File: src/rtl/core/mf3x3_pkg.sv
`timescale 1ns / 1ps

package mf3x3_pkg;

   localparam int PIX_W             = 8;
   localparam int CFG_W             = 13;
   localparam int ROW_W             = 12;
   localparam int ROW_LIMIT         = 4096;
   localparam int MIN_SIZE          = 3;
   localparam int MAX_WIDTH_DEFAULT = 4096;
   localparam int LINE_W            = 2 * PIX_W;

   localparam logic [CFG_W-1:0] WIDTH_RESET  = CFG_W'(640);
   localparam logic [CFG_W-1:0] HEIGHT_RESET = CFG_W'(480);

   typedef enum logic [0:0] {
      CSR_IMAGE_WIDTH  = 1'b0,
      CSR_IMAGE_HEIGHT = 1'b1
   } csr_index_type;

   typedef struct packed {
      logic emit;
      logic last;
   } pos_type;

   typedef struct packed {
      logic [PIX_W-1:0] lo;
      logic [PIX_W-1:0] mid;
      logic [PIX_W-1:0] hi;
   } col_type;

   typedef struct packed {
      logic             valid;
      logic             last;
      logic [PIX_W-1:0] lo;
      logic [PIX_W-1:0] mid;
      logic [PIX_W-1:0] hi;
   } med_part_type;

   function automatic logic [PIX_W-1:0] min2(input logic [PIX_W-1:0] a,
                                              input logic [PIX_W-1:0] b);
      return (a < b) ? a : b;
   endfunction

   function automatic logic [PIX_W-1:0] max2(input logic [PIX_W-1:0] a,
                                              input logic [PIX_W-1:0] b);
      return (a < b) ? b : a;
   endfunction

   function automatic logic [PIX_W-1:0] med3(input logic [PIX_W-1:0] a,
                                              input logic [PIX_W-1:0] b,
                                              input logic [PIX_W-1:0] c);
      return max2(min2(a, b), min2(max2(a, b), c));
   endfunction

   function automatic col_type sort3(input logic [PIX_W-1:0] a,
                                     input logic [PIX_W-1:0] b,
                                     input logic [PIX_W-1:0] c);
      logic [PIX_W-1:0] x;
      logic [PIX_W-1:0] y;
      logic [PIX_W-1:0] t;
      col_type          s;
      x     = min2(a, b);
      y     = max2(a, b);
      t     = max2(x, c);
      s.lo  = min2(x, c);
      s.mid = min2(y, t);
      s.hi  = max2(y, t);
      return s;
   endfunction

endpackage

File: src/rtl/core/mf3x3_position.sv
`timescale 1ns / 1ps

module mf3x3_position
   import mf3x3_pkg::*;
#(
   parameter int MAX_WIDTH = MAX_WIDTH_DEFAULT
) (
   input  logic                         clock,
   input  logic                         reset,
   input  logic                         accept,
   input  logic                         frame_start,
   input  logic [CFG_W-1:0]             width_cfg,
   input  logic [CFG_W-1:0]             height_cfg,
   output logic [$clog2(MAX_WIDTH)-1:0] addr,
   output pos_type                      pos
);

   localparam int CW = $clog2(MAX_WIDTH);
   localparam int EW = (CW + 1 > CFG_W) ? CW + 1 : CFG_W;

   logic [CW-1:0]    col_ff;
   logic [CW-1:0]    col_in;
   logic [ROW_W-1:0] row_ff;
   logic [ROW_W-1:0] row_in;
   logic [EW-1:0]    width_raw;
   logic [EW-1:0]    width_eff;
   logic [CFG_W-1:0] height_eff;
   logic [CW-1:0]    col_cur;
   logic [ROW_W-1:0] row_cur;
   logic [EW-1:0]    col_ext;
   logic [EW-1:0]    col_next;
   logic [CFG_W-1:0] row_ext;
   logic [CFG_W-1:0] row_next;

   always_comb begin
      width_raw = EW'(width_cfg);
      if (width_raw < EW'(MIN_SIZE)) begin
         width_eff = EW'(MIN_SIZE);
      end else if (width_raw > EW'(MAX_WIDTH)) begin
         width_eff = EW'(MAX_WIDTH);
      end else begin
         width_eff = width_raw;
      end

      if (height_cfg < CFG_W'(MIN_SIZE)) begin
         height_eff = CFG_W'(MIN_SIZE);
      end else if (height_cfg > CFG_W'(ROW_LIMIT)) begin
         height_eff = CFG_W'(ROW_LIMIT);
      end else begin
         height_eff = height_cfg;
      end

      col_cur  = frame_start ? '0 : col_ff;
      row_cur  = frame_start ? '0 : row_ff;
      col_ext  = EW'(col_cur);
      row_ext  = CFG_W'(row_cur);
      col_next = col_ext + EW'(1);
      row_next = row_ext + CFG_W'(1);

      addr     = col_cur;
      pos.emit = (row_ext >= CFG_W'(2)) && (row_ext < height_eff) &&
                 (col_ext >= EW'(2)) && (col_ext < width_eff);
      pos.last = (row_ext == height_eff - CFG_W'(1)) &&
                 (col_ext == width_eff - EW'(1));

      if (col_next >= width_eff) begin
         col_in = '0;
         row_in = (row_next >= height_eff) ? '0 : row_next[ROW_W-1:0];
      end else begin
         col_in = col_next[CW-1:0];
         row_in = row_cur;
      end
   end

   always_ff @(posedge clock) begin
      if (reset) begin
         col_ff <= '0;
         row_ff <= '0;
      end else if (accept) begin
         col_ff <= col_in;
         row_ff <= row_in;
      end
   end

endmodule

File: config.mk
export PLATFORM = sky130hd
export DESIGN_NAME = mf3x3_position
export DESIGN_NICKNAME = d
export VERILOG_FILES = /design/src/rtl/core/mf3x3_pkg.sv /design/src/rtl/core/mf3x3_position.sv
export SDC_FILE = /design/constraint.sdc
export NUM_CORES = 1
export LEC_CHECK = 0
export BUFFER_PORTS_ARGS = -buffer_cell sky130_fd_sc_hd__buf_2
export CELL_PAD_IN_SITES_DETAIL_PLACEMENT = 1
export CELL_PAD_IN_SITES_GLOBAL_PLACEMENT = 2
export CORE_MARGIN = 4
export CORE_UTILIZATION = 37
export CTS_CLUSTER_SIZE = 24
export DETAILED_ROUTE_END_ITERATION = 7
export GPL_TIMING_DRIVEN = 0
export PLACE_DENSITY_LB_ADDON = 0.1
export SLEW_MARGIN = 20
export SYNTH_ARGS = -nofsm -noshare
export SYNTH_HDL_FRONTEND = slang
export SYNTH_SLANG_ARGS = --single-unit
File: constraint.sdc
create_clock -name clock -period 12.5 [get_ports clock]
set_input_delay 1.875 -clock clock [delete_from_list [all_inputs] [get_ports clock]]
set_output_delay 1.875 -clock clock [all_outputs]
set_load 0.005 [all_outputs]
# --- After elaboration in Yosys (flattened, before gate mapping) ---
# Cells that the tools add are included.
totals:
  register_bits: 24
  output_inout_bits: 14
  wordCells: 31
classes:
  addsub: 4
  n_eq_ne: 2
  mux: 9
  n_lt_le_gt_ge: 10
  n_reduce_logical: 4
op_table:
  columns: ["operator", "count"]
  rows:
  - ["$mux W12", 5]
  - ["$mux W13", 4]
  - ["$add A12 B1 Y13 const B", 2]
  - ["$eq A12 B13 Y1", 2]
  - ["$ge A13 B13 Y1", 2]
  - ["$gt A13 B13 Y1 const B", 2]
  - ["$lt A12 B13 Y1", 2]
  - ["$lt A13 B2 Y1 const B", 2]
  - ["$sub A13 B1 Y13 const B", 2]
  - ["$ge A12 B2 Y1 const B", 2]
  - ["$logic_and A1 B1 Y1", 4]

# --- Longest topological paths before layout ---
depth:
  word_depth: 7
  ltp_mapped: 19
  ltp_nobuf: 16

# --- Worst setup path before layout ---
# OpenSTA, ideal clock, no wires.
synth_path:
  path_kind: "input -> output"
  startpoint: "input width_cfg[9]"
  endpoint: "output pos[0] (netlist name)"
  stages: 14
  n_path_buf: 1
  setup_slack_ns: 6.039
  arrival_time_ns: 4.586
  cell_sequence: "or4_4 buf_6 nor4_4 nor2_1 nor2_1 inv_1 ha_1 nor4bb_1 a31oi_1 o21a_1 a2111oi_2 nand4_1 nor4_1 o2111a_1"
synth_rtl:
  columns: ["item", "line", "source"]
  rows:
  - ["start, declared", "mf3x3_position.sv:12", "input logic [CFG_W-1:0] width_cfg,"]
  - ["end, declared", "mf3x3_position.sv:15", "output pos_type pos"]

==> impl_metrics.json <==
{
  "status": "completed",
  "pre_cts_ws_ns": 4.96,
  "wire_per_inst_um": 21.0,
  "yosysMostFrequentCell": "nand2_1",
  "stdcell_count": 749,
  "tritoncts": "yes",
  "dp_hpwl_um": 12800,
  "routed_wl_um": 15700,
  "final_max_slew_viol_count": 0,
  "timing.final.crit_share": 0.604,
  "synth.avg_cell_area_um2": 7.22,
  "clock_sinks": 24,
  "rows": 38,
  "ant_nets": 0,
  "synthCells": 566,
  "crit_path_start_kind": "primary input",
  "die_h_um": 113,
  "netlist.area_leader.share": 0.172,
  "synthArstFlopShare": 0,
  "worstPathMaxFanout": 10,
  "p_leak_nw": 1.91,
  "cts_root_buffer": "clkbuf_8",
  "irDropWorstVdd_uv": 40.0,
  "critical_path_class": "primary input to output port",
  "fin_ws_ns": 4.95,
  "synth_ff_type": "dfxtp_1",
  "grt_max_degree": 14,
  "tightest_slew_ns": 0.631,
  "ys.warnings.count": 0,
  "placed_cells": 745,
  "portBuffers": 39,
  "vias": 4525,
  "cts_buffer_depth": 2,
  "cts_resized": 0,
  "die_w_um": 113,
  "syn-num-nets": 652,
  "syn_area_um2": 4080,
  "detail_route.first_pass.iterations": 5,
  "cts_setup_buffers": 0,
  "cap_violations": 0,
  "drive_gt1_frac": 0.107,
  "cp.required_ns": 10.62,
  "max_freq_mhz": 132,
  "ys_ff_latch": 24,
  "ios": 44,
  "cts_buffers": 3,
  "grt_pass1_vias": 4822,
  "drt_iter0_drc": 243,
  "yosysTopAreaCell": "ha_1",
  "p_per_area_nw_per_um2": 50.3,
  "antenna_found_initial": 0,
  "relSlewSlack": 0.579,
  "setup_tns_ns": 0,
  "path_clk_slew_ns": 0.09,
  "drcViolationCount": 0,
  "vias_per_cell": 6.04,
  "cts-hold-fix-buffers": 0,
  "synthToLayoutAreaGrowth_pct": 10.4,
  "setup_violations": 0,
  "nets": 696,
  "rsz0062_at_grt": "false",
  "min_period_ns": 7.55,
  "dieArea_um2": 12800,
  "fillers": 1432,
  "insertion_delay_ns": 0.28,
  "gp_congestion": 0.854,
  "synth_cell_type_count": 69,
  "initial_utilization": 0.377,
  "grt_pass1_wl_um": 25900,
  "diodes": 0,
  "critPathCaptureType": "output port",
  "grt_usage": 0.249,
  "hold_viol_final": 0,
  "ys_seq_area_frac": 0.118,
  "hold_path.class": "flip-flop to flip-flop",
  "worst_clock_skew_ns": 0.00812,
  "core_region_area_um2": 10800,
  "cts.htree.levels": 1,
  "synth-edff-count": 0,
  "synth_common_cells": "66 x nand2_1, 56 x ha_1, 40 x nor2_1",
  "synth_area_leaders": "ha_1 17%, dfxtp_1 12%, nand2_1 6.1%, xnor2_1 5.4%, a21oi_1 4.7%",
  "grt-ovfl-total": 0,
  "arrival_ns": 5.67
}
flip-flops by register name (all words and copies together), names as in the netlist:
register  count
row_ff       12
col_ff       12
metrics by stage:
stage / hold WS, ns / total power [mW] / area, um2 / utilization
5_1_grt: 0.529 / 0.242 / 4510 / 0.416
3_3_place_gp: 0.463 / 0.168 / 4450 / 0.411
4_1_cts: 0.495 / 0.227 / 4510 / 0.416
3_5_place_dp: 0.480 / 0.171 / 4450 / 0.411
6_report: 0.493 / 0.227 / 4510 / 0.416
2_1_floorplan: 0.445 / 0.140 / 4080 / -
area by class of cell:
class,instances,area (um2),share of cell area
inverters,22,82.6,0.0183
clock buffers,4,55.1,0.0122
repair buffers,39,195,0.0433
flip-flops and latches,24,480,0.107
plain buffers,38,173,0.0383
multi-input cells,482,3350,0.743
well taps,140,175,0.0388
metal layers:
metal	global-route usage	up-vias	part of all wire	wire length, um
li1	-	2183	-	-
met4	0.0296	0	0.010	163
met3	0.0198	13	0.037	589
met1	0.327	2224	0.46	7180
met2	0.455	105	0.50	7790
met5	0	-	0	0
worst max-delay path, stage by stage:
cell	delay, ns
buf_2	0.17
or4_4	0.59
nor4_4	0.34
o21ai_0	0.27
ha_1	0.33
clkbuf_1	0.26
nand2_1	0.21
o221ai_1	0.14
nor3_1	0.25
xnor2_1	0.10
a31oi_1	0.35
nor4bb_1	0.44
o2111a_1	0.25
buf_2	0.11
power breakdown:
group	leakage, nW	switching (mW)	internal, mW
clock	0.0288	0.0282	0.0282
combinational	1.69	0.0573	0.0323
sequential	0.195	0.00259	0.0782
kinds of logic (layout without fill, tap and decap cells):
kind of cell | after synthesis | count (layout) | synth area share
AO/OA/AOI/OAI | 132 | 132 | 0.219
XOR/XNOR | 38 | 38 | 0.0815
adder cells (fa/ha/maj) | 56 | 56 | 0.172
buffers and inverters | 60 | 103 | 0.0625
flip-flops | 24 | 24 | 0.118
multiplexers | 5 | 5 | 0.0123
AND/OR/NAND/NOR | 251 | 251 | 0.335
worst paths after layout:
path	startpoint	endpoint	slack [ns]	cells after the start
worst max-delay path	width_cfg[5]	pos[0]	4.95	14
worst min-delay path	row_ff[0]	row_ff[0]	0.49	2
worst max register to register	col_ff[1]	col_ff[9]	7.89	16
worst min register to register	row_ff[0]	row_ff[0]	0.49	2
cell usage in the layout (no fill, tap or decap), types with 13 or more instances in the layout:
master,netlist,routed
clkbuf_1,27,27
a21oi_1,38,38
buf_2,3,42
inv_1,19,19
nand4_1,16,16
nand3_1,33,33
o21ai_0,17,17
dfxtp_1,24,24
xnor2_1,25,25
nor2b_1,17,17
nor2_1,40,40
xor2_1,13,13
nand2_1,66,66
ha_1,56,56
Power figures use the tool's default switching activity.
