## src/rtl/core/mf3x3_pkg.sv

```systemverilog
`timescale 1ns / 1ps

package mf3x3_pkg;

   localparam int PIX_W             = 8;
   localparam int CFG_W             = 13;
   localparam int ROW_W             = 12;
   localparam int ROW_LIMIT         = 4096;
   localparam int MIN_SIZE          = 3;
   localparam int MAX_WIDTH_DEFAULT = 4096;
   localparam int LINE_W            = 2 * PIX_W;

   localparam logic [CFG_W-1:0] WIDTH_RESET  = CFG_W'(640);
   localparam logic [CFG_W-1:0] HEIGHT_RESET = CFG_W'(480);

   typedef enum logic [0:0] {
      CSR_IMAGE_WIDTH  = 1'b0,
      CSR_IMAGE_HEIGHT = 1'b1
   } csr_index_type;

   typedef struct packed {
      logic emit;
      logic last;
   } pos_type;

   typedef struct packed {
      logic [PIX_W-1:0] lo;
      logic [PIX_W-1:0] mid;
      logic [PIX_W-1:0] hi;
   } col_type;

   typedef struct packed {
      logic             valid;
      logic             last;
      logic [PIX_W-1:0] lo;
      logic [PIX_W-1:0] mid;
      logic [PIX_W-1:0] hi;
   } med_part_type;

   function automatic logic [PIX_W-1:0] min2(input logic [PIX_W-1:0] a,
                                              input logic [PIX_W-1:0] b);
      return (a < b) ? a : b;
   endfunction

   function automatic logic [PIX_W-1:0] max2(input logic [PIX_W-1:0] a,
                                              input logic [PIX_W-1:0] b);
      return (a < b) ? b : a;
   endfunction

   function automatic logic [PIX_W-1:0] med3(input logic [PIX_W-1:0] a,
                                              input logic [PIX_W-1:0] b,
                                              input logic [PIX_W-1:0] c);
      return max2(min2(a, b), min2(max2(a, b), c));
   endfunction

   function automatic col_type sort3(input logic [PIX_W-1:0] a,
                                     input logic [PIX_W-1:0] b,
                                     input logic [PIX_W-1:0] c);
      logic [PIX_W-1:0] x;
      logic [PIX_W-1:0] y;
      logic [PIX_W-1:0] t;
      col_type          s;
      x     = min2(a, b);
      y     = max2(a, b);
      t     = max2(x, c);
      s.lo  = min2(x, c);
      s.mid = min2(y, t);
      s.hi  = max2(y, t);
      return s;
   endfunction

endpackage

```

## src/rtl/core/mf3x3_median.sv

```systemverilog
`timescale 1ns / 1ps

module mf3x3_median
   import mf3x3_pkg::*;
(
   input  logic             clock,
   input  logic             reset,
   input  logic             advance,
   input  logic             col_valid,
   input  pos_type          col_pos,
   input  logic [PIX_W-1:0] up_two,
   input  logic [PIX_W-1:0] up_one,
   input  logic [PIX_W-1:0] pixel,
   output med_part_type     part
);

   // The window keeps each of its three columns already sorted.
   col_type      win_ff [3];
   logic         s2_valid_ff;
   logic         s2_last_ff;
   med_part_type s3_ff;
   med_part_type s3_in;
   col_type      new_col;

   always_comb begin
      new_col     = sort3(up_two, up_one, pixel);
      s3_in.valid = s2_valid_ff;
      s3_in.last  = s2_last_ff;
      s3_in.lo    = max2(max2(win_ff[0].lo, win_ff[1].lo), win_ff[2].lo);
      s3_in.mid   = med3(win_ff[0].mid, win_ff[1].mid, win_ff[2].mid);
      s3_in.hi    = min2(min2(win_ff[0].hi, win_ff[1].hi), win_ff[2].hi);
   end

   always_ff @(posedge clock) begin
      if (advance && col_valid) begin
         win_ff[0] <= win_ff[1];
         win_ff[1] <= win_ff[2];
         win_ff[2] <= new_col;
      end
      if (advance) begin
         s2_last_ff <= col_pos.last;
         s3_ff.last <= s3_in.last;
         s3_ff.lo   <= s3_in.lo;
         s3_ff.mid  <= s3_in.mid;
         s3_ff.hi   <= s3_in.hi;
      end
      if (reset) begin
         s2_valid_ff <= 1'b0;
         s3_ff.valid <= 1'b0;
      end else if (advance) begin
         s2_valid_ff <= col_valid && col_pos.emit;
         s3_ff.valid <= s3_in.valid;
      end
   end

   assign part = s3_ff;

endmodule

```

## config.mk

```make
export PLATFORM = sky130hd
export DESIGN_NAME = mf3x3_median
export DESIGN_NICKNAME = d
export VERILOG_FILES = /design/src/rtl/core/mf3x3_pkg.sv /design/src/rtl/core/mf3x3_median.sv
export SDC_FILE = /design/constraint.sdc
export NUM_CORES = 1
export LEC_CHECK = 0
export BUFFER_PORTS_ARGS = -buffer_cell sky130_fd_sc_hd__buf_2
export CAP_MARGIN = 5
export CORE_ASPECT_RATIO = 0.8
export CORE_MARGIN = 2
export CORE_UTILIZATION = 29
export DETAILED_ROUTE_END_ITERATION = 10
export PLACE_DENSITY_LB_ADDON = 0.2
export RECOVER_POWER = 50
export SLEW_MARGIN = 25
export SYNTH_ARGS = -nofsm -noshare
export SYNTH_HDL_FRONTEND = slang
export SYNTH_SLANG_ARGS = --single-unit
```

## constraint.sdc

```tcl
create_clock -name clock -period 8.3 [get_ports clock]
set_input_delay 1.66 -clock clock [delete_from_list [all_inputs] [get_ports clock]]
set_output_delay 1.66 -clock clock [all_outputs]
set_load 0.02 [all_outputs]
```

Word level (Yosys, flattened, before mapping) --
Memories as Yosys holds them, arrays and structs flattened. Index checks and enable logic that the tools add are counted.
Storage, ports and cells: register bits after elaboration 28, bits in latches 0, bits in writable memories 72, ROM bits 0, input port bits 30, output and inout port bits 26, word-level logic and storage cells 36, memories 1
Memories:
- win_ff | words 3, bits a word 24, read ports 3, clocked after memory_dff 0, wr ports 3, RTL line mf3x3_median.sv:18 | col_type win_ff [3];
Operators by class: add/subtract/negate cells 0, multiply operators 0, divide/modulo/power cells 0, $lt $le $gt $ge 10, equal/unequal tests 0, shift operators 0, mux-type cells 16, bitwise gates (word level) 0, reduce and logical (&&, ||, !) cells 2
Operators with widths (number):
- $mux 8 | 14
- $lt 8x8->1 | 10
- $logic_and 1x1->1 | 2
- $mux 1 | 2

Longest topological paths before layout --
Gate-level depths: netlist of the first run.
word-level depth 6, depth in mapped cells 25, mapped depth without buffers 23

Worst setup path before layout of the first run --
No wires, ideal clock.
path type input to register, from in up_one[7], to mem win_ff[0][49] (netlist name), data pin, setup time 258 ps, data arrival time 6389 ps, setup slack 1653 ps, cell stages on the path 22, path buffers 2, path through inv_1 ha_1 nand4_1 o31ai_4 clkbuf_1 o21ai_1 ha_1 o21ai_1 a221oi_1 nor2_1 a21oi_2 buf_2 mux2i_1 ha_1 a21o_1 a21oi_1 o221ai_1 a31o_2 a21oi_4 mux2_4 or2_1 o221a_1
RTL lines:
- start, declared | RTL line mf3x3_median.sv:12 | input logic [PIX_W-1:0] up_one,
- end, declared | RTL line mf3x3_median.sv:18

==> results.txt, run 1 <==
The flow ran to the end, but the final reports show violations. The checks that failed: capacitance limit, slew limit. The I/O pin total came out at 56. The first-pass GRT wire length came out at 23.07 mm.

The overall power after layout came out at roughly 1.6 mW. The worst reg-to-reg path cell count is 21. The buffer depth of the longest clock path is 2.

The floorplan die height is 136.6 um. The number of warnings reported in the yosys synthesis log came out at 0. The power density of the placed cells is 227.2 nW/um^2. The standard-cell row count is 48.

The top cell types in the final layout, fill and taps aside, are 98 x sky130_fd_sc_hd__edfxtp_1, 75 x sky130_fd_sc_hd__inv_1, 70 x sky130_fd_sc_hd__ha_1, 43 x sky130_fd_sc_hd__nand2_1, 42 x sky130_fd_sc_hd__nor2_1. The data arrival time at the worst-slack endpoint came out at 7360 ps. The total negative slack for setup checks is 0 ps.

The flip-flop and latch count after synthesis is 100. Once the floorplan was initialized, standard cells occupied between 20% and 30% of the core. The area share of the largest cell type after synthesis came out at between 40% and 50%. The antenna violation net count after detailed routing came out at 0. After clock tree synthesis, the clock-pin slew on the worst setup and hold paths is 70 ps. The global-route usage over all layers is 13.00%.

The post-synthesis cell area is 6371 um^2. Yosys mapped the design onto 59 distinct sky130hd cell types. The root buffer cell chosen for the clock tree is sky130_fd_sc_hd__clkbuf_16.

The routed wire length is 14.61 mm. The critical path is of the in2reg type. The number of pins with negative max-slew slack in the final report came to around 100. The count of endpoints failing hold in the final timing report was 0. The post-synthesis sequential area ratio is 46.82%. The floorplan step defined a die boundary enclosing 23180 um^2. Setup violations remaining at the end of the flow were counted as 0. By area the synthesized netlist is led by sky130_fd_sc_hd__edfxtp_1 46%, sky130_fd_sc_hd__ha_1 14%, sky130_fd_sc_hd__inv_1 4.4%, sky130_fd_sc_hd__mux2_2 2.7%, sky130_fd_sc_hd__nand2_1 2.5%. The number of antenna violations at the first check in global routing came out at 1. The max-cap check violation count came out at 2. The number of input and output port buffers inserted came out at between 50 and 60. The placed wire-length estimate came out at between 10 and 15 mm. The worst pin sits at a relative slew slack of -181.6%. The class of the most critical hold timing path is reg2reg. The proportion of layout cells with a drive suffix above 1 is between 10% and 20%. The category of the worst setup path capture point is a flop. At the worst endpoint, the required time is approximately 8400 ps. For this run, the post-layout net count is 733. The largest net degree at the start of global routing is 74. The routed via count divided by cell count is 4.826. The worst hold path stage count came out at 0. Routability-driven placement finished with a final weighted congestion of 0.8076. The achievable clock frequency is 0.1378 GHz. The number of standard cells after synthesis is 573.

The worst-path maximum fanout is 22. The signed area change from the synthesized netlist to the final layout came out at 13.71%. In this run the static leakage power is 2.972 nW. STA classifies the critical path startpoint as an input pin. The CTS tree is done.

Gates resized during post-CTS repair numbered 0. The cell type with the highest aggregate area in the netlist is sky130_fd_sc_hd__edfxtp_1. The library cell used most frequently in the layout, excluding fill and tap cells, is sky130_fd_sc_hd__edfxtp_1.

The level count of the clock H-tree came out at 3. The mean area per synthesized cell is 11.12 um^2. The via count is 4406. The per-cell routed wire length came out at between 15 and 20 um.

The number of iterations in the first detailed-routing pass is 4. In the finished design, the share of the clock period the worst path needs comes to 87.42%. The number of flops mapped to enable cells by yosys is just under 100. The total congestion overflow is 0.

The shortest clock period the worst path allows after layout is 7256 ps. The placeable core area is 21560 um^2. The number of sinks on the clock net came out at 100. The x dimension of the die came out at 169.7 um. The worst IR drop on VDD came out at 0.09978 mV. The first routing iteration left around 280 violations.

Post-CTS timing repair inserted 0 buffers for setup. Setup repair after global routing left no endpoint under its margin. The most used flip-flop cell after synthesis is sky130_fd_sc_hd__edfxtp_1. For the worst-skew pair, the clock arrives at the later sink with an insertion delay of 350 ps.

For the pin with the worst max-slew slack, the measured transition is 4224 ps. The cts-stage hold buffer count is 0. The via count of the first global-routing pass came out at 4280. Of all flip-flops after synthesis, the portion carrying an async set or reset was 0%. The number of DRC violations after detailed routing is 0. The worst hold margin came out at between 400 and 500 ps. The maximum clock skew at final layout is 13.34 ps. The clock buffer count from CTS came out at 9.

The number of nets handed over by synthesis was 673.
==> state kept, by name (all words and copies together), names as in the netlist <==
name and cells:
win_ff 72, part 26, s2_valid_ff 1, s2_last_ff 1
==> report_power, final <==
part / switching [mW] / internal [mW]
clock: 0.186 / 0.260
combinational: 0.319 / 0.207
sequential: 0.0305 / 0.644
total: 0.535 / 1.11
==> worst max-delay path, stage by stage <==
cell,delay [ps]
sky130_fd_sc_hd__buf_2,110
sky130_fd_sc_hd__inv_1,50
sky130_fd_sc_hd__ha_1,300
sky130_fd_sc_hd__nand4_1,160
sky130_fd_sc_hd__o31ai_4,770
sky130_fd_sc_hd__buf_4,310
sky130_fd_sc_hd__o21ai_1,120
sky130_fd_sc_hd__ha_1,310
sky130_fd_sc_hd__nand4_1,140
sky130_fd_sc_hd__a221oi_1,390
sky130_fd_sc_hd__nor2_1,120
sky130_fd_sc_hd__a21oi_2,530
sky130_fd_sc_hd__buf_4,330
sky130_fd_sc_hd__mux2i_1,100
sky130_fd_sc_hd__ha_1,200
sky130_fd_sc_hd__a21o_1,170
sky130_fd_sc_hd__a21oi_1,150
sky130_fd_sc_hd__o221ai_1,140
sky130_fd_sc_hd__a31o_2,260
sky130_fd_sc_hd__a21oi_4,270
sky130_fd_sc_hd__mux2_4,390
sky130_fd_sc_hd__or2_1,220
sky130_fd_sc_hd__o221a_1,120
==> cell usage after synthesis (6+ instances only) <==
cell	n
sky130_fd_sc_hd__o21a_1	11
sky130_fd_sc_hd__a21oi_1	32
sky130_fd_sc_hd__mux2_2	15
sky130_fd_sc_hd__edfxtp_1	98
sky130_fd_sc_hd__o21ai_0	24
sky130_fd_sc_hd__inv_1	75
sky130_fd_sc_hd__clkbuf_1	6
sky130_fd_sc_hd__o21ai_1	12
sky130_fd_sc_hd__a211oi_2	8
sky130_fd_sc_hd__ha_1	70
sky130_fd_sc_hd__mux2_1	14
sky130_fd_sc_hd__a21o_1	9
sky130_fd_sc_hd__nand2b_1	8
sky130_fd_sc_hd__nor2_1	42
sky130_fd_sc_hd__mux2i_1	16
sky130_fd_sc_hd__o221a_1	8
sky130_fd_sc_hd__nand2_1	43
sky130_fd_sc_hd__or2_1	8
==> worst paths after layout <==
| path | startpoint | to | slack (ps) |
|---|---|---|---|
| setup / recovery | up_one[7] | win_ff[0][52] | 1040 |
| hold / removal | s2_last_ff | part[24] | 420 |
| setup reg to reg | win_ff[0][15] | part[8] | 1750 |
| hold reg to reg | s2_last_ff | part[24] | 420 |
==> kinds of logic (layout without fill, tap and decap cells) <==
group | after synthesis | count (layout) | synth area share [%]
multiplexers | 48 | 48 | 8.346
other | 0 | 1 | 0
AO/OA/AOI/OAI | 144 | 144 | 16.97
buffers and inverters | 85 | 149 | 5.126
adder cells (fa/ha/maj) | 70 | 70 | 13.75
flip-flops | 100 | 100 | 46.82
AND/OR/NAND/NOR | 126 | 126 | 8.994
==> layout make-up <==
cell class / instances / area (um^2)
Sequential cell: 100 / 2983
Inverter: 75 / 281.5
Timing Repair Buffer: 59 / 265.3
Tap cell: 275 / 344.1
Clock inverter: 6 / 80.08
Fill cell: 2149 / 14320
Clock buffer: 9 / 225.2
Multi-Input combinational cell: 388 / 3063
Antenna cell: 1 / 2.502
==> stage by stage <==
step	cell area (um^2)	std cells	util, %	setup WS [ps]
6_report	7244	913	33.60	1044
2_1_floorplan	6371	573	-	1653
3_5_place_dp	6977	897	32.36	660.8
4_1_cts	7282	912	33.77	1034
3_3_place_gp	6977	897	32.36	938.2
5_1_grt	7242	912	33.59	541.1
==> metal layers <==
layer  vias to the layer above  share of wire (%)  GRT usage (%)
met5                         -                  0              0
met4                         0                1.5          4.179
met3                        14                4.1          2.979
met2                        72                 43          19.48
met1                      2088                 51          18.57
li1                       2232                  -              -
No activity file was read; power rests on OpenSTA's default activity.
==> inputs of run 2 (changes only) <==
BUFFER_PORTS_ARGS = -buffer_cell sky130_fd_sc_hd__buf_4   (was -buffer_cell sky130_fd_sc_hd__buf_2)
==> run 2 against run 1 <==
  * The run still ends with capacitance limit, slew limit left
  * Largest cell class unchanged
  * Global-route usage is 0.067 points higher
  * Critical endpoint is now win_ff[0][54]
  * Worst hold slack better by 4.4 ps
  * Clock skew is 7.0 ps lower
  * Wire length is 1.3% lower
==> results.txt, run 2 (synthesis gave the netlist of run 1 again) <==
The first-pass GRT wire length is 23.16 mm (+0.39%). The max-cap check violation count came out at 2 (unchanged). The biggest cell delay along the critical path came to 760 ps (about the same). The worst setup path is of the in2reg kind. Compared with the post-synthesis result, the final layout area differs by 14.43%. The number of sinks on the clock net was 100 (unchanged). The number of pins with negative max-slew slack in the final report came to 104 (unchanged). In this run the worst hold path is classified as reg2reg. The number of gates resized after cts came out at 0 (unchanged). The startpoint of the most critical hold path is s2_last_ff. The per-cell routed wire length came out at 15.81 um (-1.2%). The initial DRC count came out at 240 (-15%).

The via count of the first global-routing pass came out at 4380 (+2.3%). The slew at the pin closest to its max-slew limit is 4136 ps (-87.58 ps). The run finished, with violations left. The footprint of the multi-input gates came to 3063 um^2 (unchanged).

The count of filler cells inserted in the layout was 2145 (-0.19%). The power density of the placed cells is 221.3 nW/um^2 (-2.6%). The routed wire length is 14.42 mm (-1.3%). The placeable core area is 21560 um^2 (unchanged).

The buffer cell driving the clock tree root is sky130_fd_sc_hd__clkbuf_16. The clock edge transition at the registers on the reported setup and hold paths came out at 70 ps (about the same). The worst IR drop on VDD is 0.1063 mV (+6.5%). The number of standard cells in the layout, taps in and fillers out is 912 (-0.11%). The number of DRC violations after detailed routing came out at 0 (unchanged). The full die area is 23180 um^2 (unchanged). The achievable clock frequency came out at 0.1430 GHz (+3.8%). The flip-flop count of the largest register, all copies and words added came out at 72 (unchanged). The relative max-transition margin came out at -175.8% (+5.8 points).

The number of antenna violations at the first check in global routing was 0 (-1). The floorplan die height came to 136.6 um (unchanged). Setup repair after global routing left no endpoint under its margin. The startpoint identified for the worst register-to-register timing path is win_ff[0][15]. The clock latency at the later pin of the worst-skew pair came out at 340 ps (about the same). Counting flops per register, the top entry is win_ff. The post-placement cell count is 897 (unchanged).

The I/O pin total is 56 (unchanged). The standard-cell row count is 48 (unchanged). The count of endpoints failing hold in the final timing report is 0 (unchanged). The setup fix buffers added after clock tree synthesis came out at 0 (unchanged). The initial cell density of the core was 29.55% (unchanged). The final setup slack of the worst path is 1307 ps (+262.7 ps).

The area taken by flip-flops and latches came out at 2983 um^2 (unchanged). The cts-stage hold buffer count came out at 0 (unchanged). The weighted congestion at the end of routability-driven global placement is 0.8197 (+1.5%).

The total negative slack for setup checks is 0 ps (unchanged). The level count of the clock H-tree is 3 (unchanged). The proportion of layout cells with a drive suffix above 1 is 13.34% (unchanged).

The slack of the worst reg-to-reg path is 1940 ps (+190 ps). STA classifies the critical path endpoint as a flop. The data arrival time at the worst-slack endpoint came out at 7090 ps (-270 ps). The global-route usage over all layers is 13.06% (+0.067 points). The number of iterations in the first detailed-routing pass came out at 4 (unchanged).

TritonCTS built the clock tree. The commonest non-fill, non-tap cell in the layout is sky130_fd_sc_hd__edfxtp_1. The via count came to 4362 (-1.0%).

The total congestion overflow came out at 0 (unchanged). The worst-path maximum fanout came to 21 (-4.5%). The number of nets in the layout is 733 (unchanged). The placed wire-length estimate came out at 10.99 mm (-0.87%). The data required time at the worst endpoint came out at 8400 ps (about the same). The largest net degree at the start of global routing is 74 (unchanged).

The final count of negative-setup-slack endpoints was 0 (unchanged). The shortest clock period the worst path allows after layout is 6993 ps (-262.6 ps). The routed via count divided by cell count came out at 4.783 (-0.89%). In the layout the commonest cells are 98 x sky130_fd_sc_hd__edfxtp_1, 75 x sky130_fd_sc_hd__inv_1, 70 x sky130_fd_sc_hd__ha_1, 43 x sky130_fd_sc_hd__nand2_1, 42 x sky130_fd_sc_hd__nor2_1. The leakage power figure was 2.991 nW (+0.64%).

Walking the worst path, the cells encountered are buf_4, inv_1, ha_1, nand4_1, o31ai_4, buf_4, o21ai_1, ha_1, nand4_1, a221oi_1, nor2_1, a21oi_2, buf_4, mux2i_1, ha_1, a21o_1, a21oi_1, o221ai_1, a31o_2, a21oi_4, mux2_4, or2_1, o221a_1. The maximum clock skew at final layout was 6.296 ps (-7.040 ps). The number of input and output port buffers inserted is 55 (unchanged).

The fraction of the cycle the final worst path needs is 84.26% (-3.2 points). The antenna violation net count after detailed routing is 0 (unchanged). The final reports fail on capacitance limit, slew limit. The buffer depth of the longest clock path is 2 (unchanged). The x dimension of the die is 169.7 um (unchanged). Among all stages on the critical path, the largest delay is contributed by sky130_fd_sc_hd__o31ai_4. The clock buffer count from CTS came out at 9 (unchanged). The diode insertion count for antenna repair is 0 (-1). The pre-CTS setup slack is 1021 ps (+360.7 ps).

STA classifies the critical path startpoint as an input pin. The critical path starts at up_one[7].
run 2: cell types whose count changed in the layout (fill, tap and decap cells not counted), sizes merged:
cell      previous run  this run
clkbuf              37        39
inv                 75        76
buf                 31        30
clkinvlp             1         0
diode                1         0
bufinv               2         1
run 2: critical path: cells and delay by family:
family          cells  cell delay (ps)
fa+ha+maj           3              910
buf+inv             4              670
simple gates        4              660
mux                 2              610
compound gates     10             2580
run 2: final timing paths:
path / to / depth (start not counted)
max: win_ff[0][54] / 23
min: part[24] / 0
max reg2reg: part[8] / 21
min reg2reg: part[24] / 0
run 2: final cells by class:
type,count,share of cell area [%]
multi-input cells,388,42.01
flip-flops and latches,100,40.91
well taps,275,4.719
repair buffers,59,4.634
inverters,75,3.861
clock buffers,10,3.141
clock inverters,5,0.7208
run 2: where the power goes:
group	leakage [nW]	internal (mW)	total, mW	switching (mW)
Clock	0.140	0.231	0.413	0.181
Combinational	1.90	0.212	0.528	0.316
Sequential	0.955	0.644	0.673	0.0299
run 2: metal layers:
| layer | GRT usage, % | vias to the layer above | share of wire [%] |
|---|---|---|---|
| met2 | 19.64 | 76 | 43 |
| met5 | 0 | - | 0 |
| met4 | 4.986 | 0 | 2.4 |
| li1 | - | 2235 | - |
| met3 | 3.210 | 21 | 3.6 |
| met1 | 18.19 | 2030 | 51 |
run 2: through the flow:
| stage | cell area [um^2] | hold WS, ps | power (mW) | utilization [%] |
|---|---|---|---|---|
| after floorplan | 6371 | 400.3 | 1.065 | - |
| after global placement | 7114 | 407.3 | 1.225 | 33.00 |
| after detailed placement | 7114 | 407.5 | 1.233 | 33.00 |
| after CTS | 7396 | 423.8 | 1.654 | 34.30 |
| after global routing | 7291 | 443.1 | 1.720 | 33.82 |
| final | 7291 | 422.0 | 1.614 | 33.82 |
